<file path="src/oal_pkg.sv">
// shared types, codes and defaults for the ordered array list
package oal_pkg;

	localparam int OAL_CAPACITY = 64;

	typedef enum logic [1:0] {
		ACT_INSERT,
		ACT_REMOVE,
		ACT_READ,
		ACT_CLEAR
	} oal_action_t;

	localparam logic [2:0] ST_OK        = 3'd0;
	localparam logic [2:0] ST_FULL      = 3'd1;
	localparam logic [2:0] ST_EMPTY     = 3'd2;
	localparam logic [2:0] ST_NOT_FOUND = 3'd3;
	localparam logic [2:0] ST_BEYOND    = 3'd4;

	typedef struct packed {
		oal_action_t        action;
		logic signed [31:0] value;
		logic [5:0]         index;
	} oal_req_t;

	typedef struct packed {
		logic [2:0]         status;
		logic signed [31:0] read_value;
		logic [6:0]         count;
		logic               is_empty;
	} oal_rsp_t;

	// commands broadcast to every cell of the row
	typedef struct packed {
		logic               insert;
		logic               remove;
		logic               bus_load;
		logic               bus_shift;
		logic signed [31:0] key;
	} oal_cell_ctl_t;

endpackage

</file>
<file path="src/oal_cell.sv">
// one list entry with its compare, close-gap shift and read line stage
module oal_cell import oal_pkg::*; #(
	parameter int CW  = 7,
	parameter int POS = 0
) (
	input  logic               clk,
	input  oal_cell_ctl_t      ctl,
	input  logic [CW-1:0]      count,
	input  logic               sel,
	input  logic signed [31:0] nxt_data,
	input  logic signed [31:0] nxt_bus,
	output logic signed [31:0] data,
	output logic signed [31:0] bus,
	output logic               match
);
	logic signed [31:0] data_q;
	logic signed [31:0] bus_q;

	always_ff @(posedge clk) begin
		if (ctl.insert && count == CW'(POS)) begin
			data_q <= ctl.key;
		end else if (ctl.remove && sel) begin
			data_q <= nxt_data;
		end
		if (ctl.bus_load) begin
			bus_q <= data_q;
		end else if (ctl.bus_shift) begin
			bus_q <= nxt_bus;
		end
	end

	assign match = (data_q == ctl.key) && (CW'(POS) < count);
	assign data  = data_q;
	assign bus   = bus_q;
endmodule

</file>
<file path="config.mk">
export PLATFORM = sky130hd
export DESIGN_NAME = oal_cell
export DESIGN_NICKNAME = d
export VERILOG_FILES = /design/src/oal_pkg.sv /design/src/oal_cell.sv
export SDC_FILE = /design/constraint.sdc
export NUM_CORES = 1
export LEC_CHECK = 0
export BUFFER_PORTS_ARGS = -buffer_cell sky130_fd_sc_hd__clkbuf_2
export CAP_MARGIN = 10
export CORE_ASPECT_RATIO = 0.9
export CORE_MARGIN = 3
export CORE_UTILIZATION = 30
export DETAILED_ROUTE_END_ITERATION = 16
export PLACE_DENSITY = 0.59
export SLEW_MARGIN = 20
export SYNTH_ARGS = -nofsm -noshare
export SYNTH_HDL_FRONTEND = slang
export SYNTH_SLANG_ARGS = --single-unit
</file>
<file path="constraint.sdc">
create_clock -name clk -period 4.83 [get_ports clk]
set_input_delay 0.2415 -clock clk [delete_from_list [all_inputs] [get_ports clk]]
set_output_delay 0.2415 -clock clk [all_outputs]
set_load 0.005 [all_outputs]
</file>
==> flow_summary.json <==
{
  "max_freq_mhz": 447,
  "routed_wl_um": 8230,
  "avgSynthCellArea_um2": 17.4,
  "htreeDepth": 3,
  "post-route-drc-count": 0,
  "drive_gt1_frac": 0.698,
  "p_leak_nw": 2.07,
  "postCtsHoldBufs": 0,
  "synth_mux_area_frac": 0.259,
  "area_delta_synth_final_pct": 40.5,
  "synth_area_um2": 3200,
  "finish.net_count": 472,
  "cap_viol_max_count": 0,
  "yosys_warnings": 0,
  "final_common_cell": "clkbuf_2",
  "slew_violations": 0,
  "ant_nets": 0,
  "numCtsBuffers": 9,
  "fin_crit_ns": 2.23,
  "die_width_um": 115,
  "grt_max_degree": 34,
  "grt_use_total": 0.140,
  "yosys.area_share.simple": 0.0375,
  "cts_resized": 0,
  "hpwl_um": 6200,
  "synth_xor_area_frac": 0.0876,
  "io_buffers": 173,
  "critPathArrivalTime_ns": 1.99,
  "grt_pass1_vias": 2368,
  "clockRootBuffer": "clkbuf_16",
  "clk_latency_ns": 0.33,
  "outcome": "completed",
  "critical_path_class": "flop to primary output",
  "final-seq-area_um2": 1920,
  "ir_drop_v": 0.000183,
  "hold_viol": 0,
  "clock_skew_ns": 0.00437,
  "num_io_pins": 174,
  "drt_first_pass_iters": 4,
  "start_util": 0.310,
  "rrSetupSlack_ns": 3.85,
  "via_per_inst": 4.54,
  "wl_per_cell_um": 16.6,
  "synthAdderAreaFrac": 0,
  "end_kind": "primary output",
  "worstSetupStartpointType": "flop",
  "cp.required_ns": 4.59,
  "synth_fp_nets": 293,
  "die-area_um2": 11900,
  "core_area_um2": 10300,
  "nFillCells": 983,
  "multiInputGateArea_um2": 1230,
  "relSlewSlack": 0.393,
  "min_period_over_period": 0.463,
  "dpl.cell_count": 481,
  "cts_setup_buffers": 0,
  "tns_ns": 0,
  "antenna_found_initial": 0,
  "ys_types": 15,
  "numClockSinks": 64,
  "ys_seq_area_frac": 0.600,
  "antenna_cells": 0,
  "rows": 35,
  "pwr_density_cell_nw_per_um2": 347,
  "clock_path_buffers": 2,
  "final_cell_mix": "173 x clkbuf_2, 64 x edfxtp_1, 35 x mux2_2, 29 x mux2_4, 28 x xor2_1",
  "worst_pin_slew_ns": 0.910,
  "grt_pass1_wl_um": 12700,
  "hold_path_class": "input pin to flop",
  "synthCells": 184,
  "synth_top_family_by_area": "multiplexers",
  "hold_ws_ns": 0.210,
  "critPathMaxFanout": 3,
  "synth_seq_cells": 64,
  "setup_viol": 0,
  "clk_pin_slew_ns": 0.06,
  "layoutNonFillerInstCount": 496,
  "first_iter_violations": 58,
  "fp.dieH_um": 104,
  "synth_compound_gate_area_share": 0,
  "overflow": 0,
  "vias": 2253,
  "gp_congestion": 0.751,
  "rsz0062_at_grt": "false",
  "cts_tree": "built"
}
## path summary, 6_finish.rpt
path                           start  cells after the start                  to
setup reg to reg  data[13]$_DFFE_PP_                      1   bus[13]$_DFFE_PP_
hold reg to reg    data[0]$_DFFE_PP_                      1    bus[0]$_DFFE_PP_
hold / removal          nxt_data[23]                      2  data[23]$_DFFE_PP_
setup / recovery  data[19]$_DFFE_PP_                      5               match
## synth_stat cells
library cell | count | share of area
mux2_2 | 35 | 0.12
xnor2_1 | 4 | 0.011
xor2_1 | 28 | 0.077
nand4_1 | 2 | 0.0039
buf_6 | 3 | 0.011
or2_2 | 1 | 0.0020
clkbuf_1 | 4 | 0.0047
mux2_4 | 29 | 0.14
nor4_4 | 1 | 0.0066
nand3_1 | 1 | 0.0016
nand2_1 | 2 | 0.0023
edfxtp_1 | 64 | 0.60
or4_4 | 1 | 0.0035
nand2_2 | 1 | 0.0020
nor4_1 | 8 | 0.016
## critical path, cell delays in order (launching register included)
cell and delay, ns:
edfxtp_1 0.44, xor2_1 0.18, nor4_1 0.38, nand3_1 0.19
nor4_1 0.31, clkbuf_2 0.18
## state kept, by name (all words and copies together), names as in the netlist
register	flops
bus	32
data	32
## cell families (layout without fill, tap and decap cells)
kind of cell	after synthesis	in the layout
flip-flops	64	64
AND/OR/NAND/NOR	17	17
buffers and inverters	7	190
XOR/XNOR	32	32
multiplexers	64	64
## layer usage
metal / global-route usage / routed length, µm
met4: 0.0377 / 102
met3: 0.0646 / 754
met5: 0 / 0
met1: 0.167 / 3410
met2: 0.226 / 3970
## power breakdown
| part | internal [mW] | total [mW] | leakage, nW | switching [mW] |
|---|---|---|---|---|
| Sequential | 0.668 | 0.693 | 0.627 | 0.0244 |
| Combinational | 0.112 | 0.194 | 1.29 | 0.0821 |
| Clock | 0.444 | 0.672 | 0.147 | 0.228 |
## cell type report
cell class | instances | share of cell area
Tap cell | 129 | 0.0359
Timing Repair Buffer | 175 | 0.196
Multi-Input combinational cell | 113 | 0.274
Clock buffer | 10 | 0.0509
Sequential cell | 64 | 0.427
Clock inverter | 5 | 0.0161
## stage by stage
stage                     power, mW  area, µm²  setup slack [ns]  utilization
after global placement        0.898       4200              2.35        0.406
after CTS                      1.58       4500              2.41        0.435
after detailed placement      0.902       4200              2.27        0.406
after floorplan               0.785       3200              2.47            -
final                          1.56       4500              2.60        0.435
after global routing           1.63       4500              2.37        0.435
Note: power is estimated with default switching activity, not from simulation.
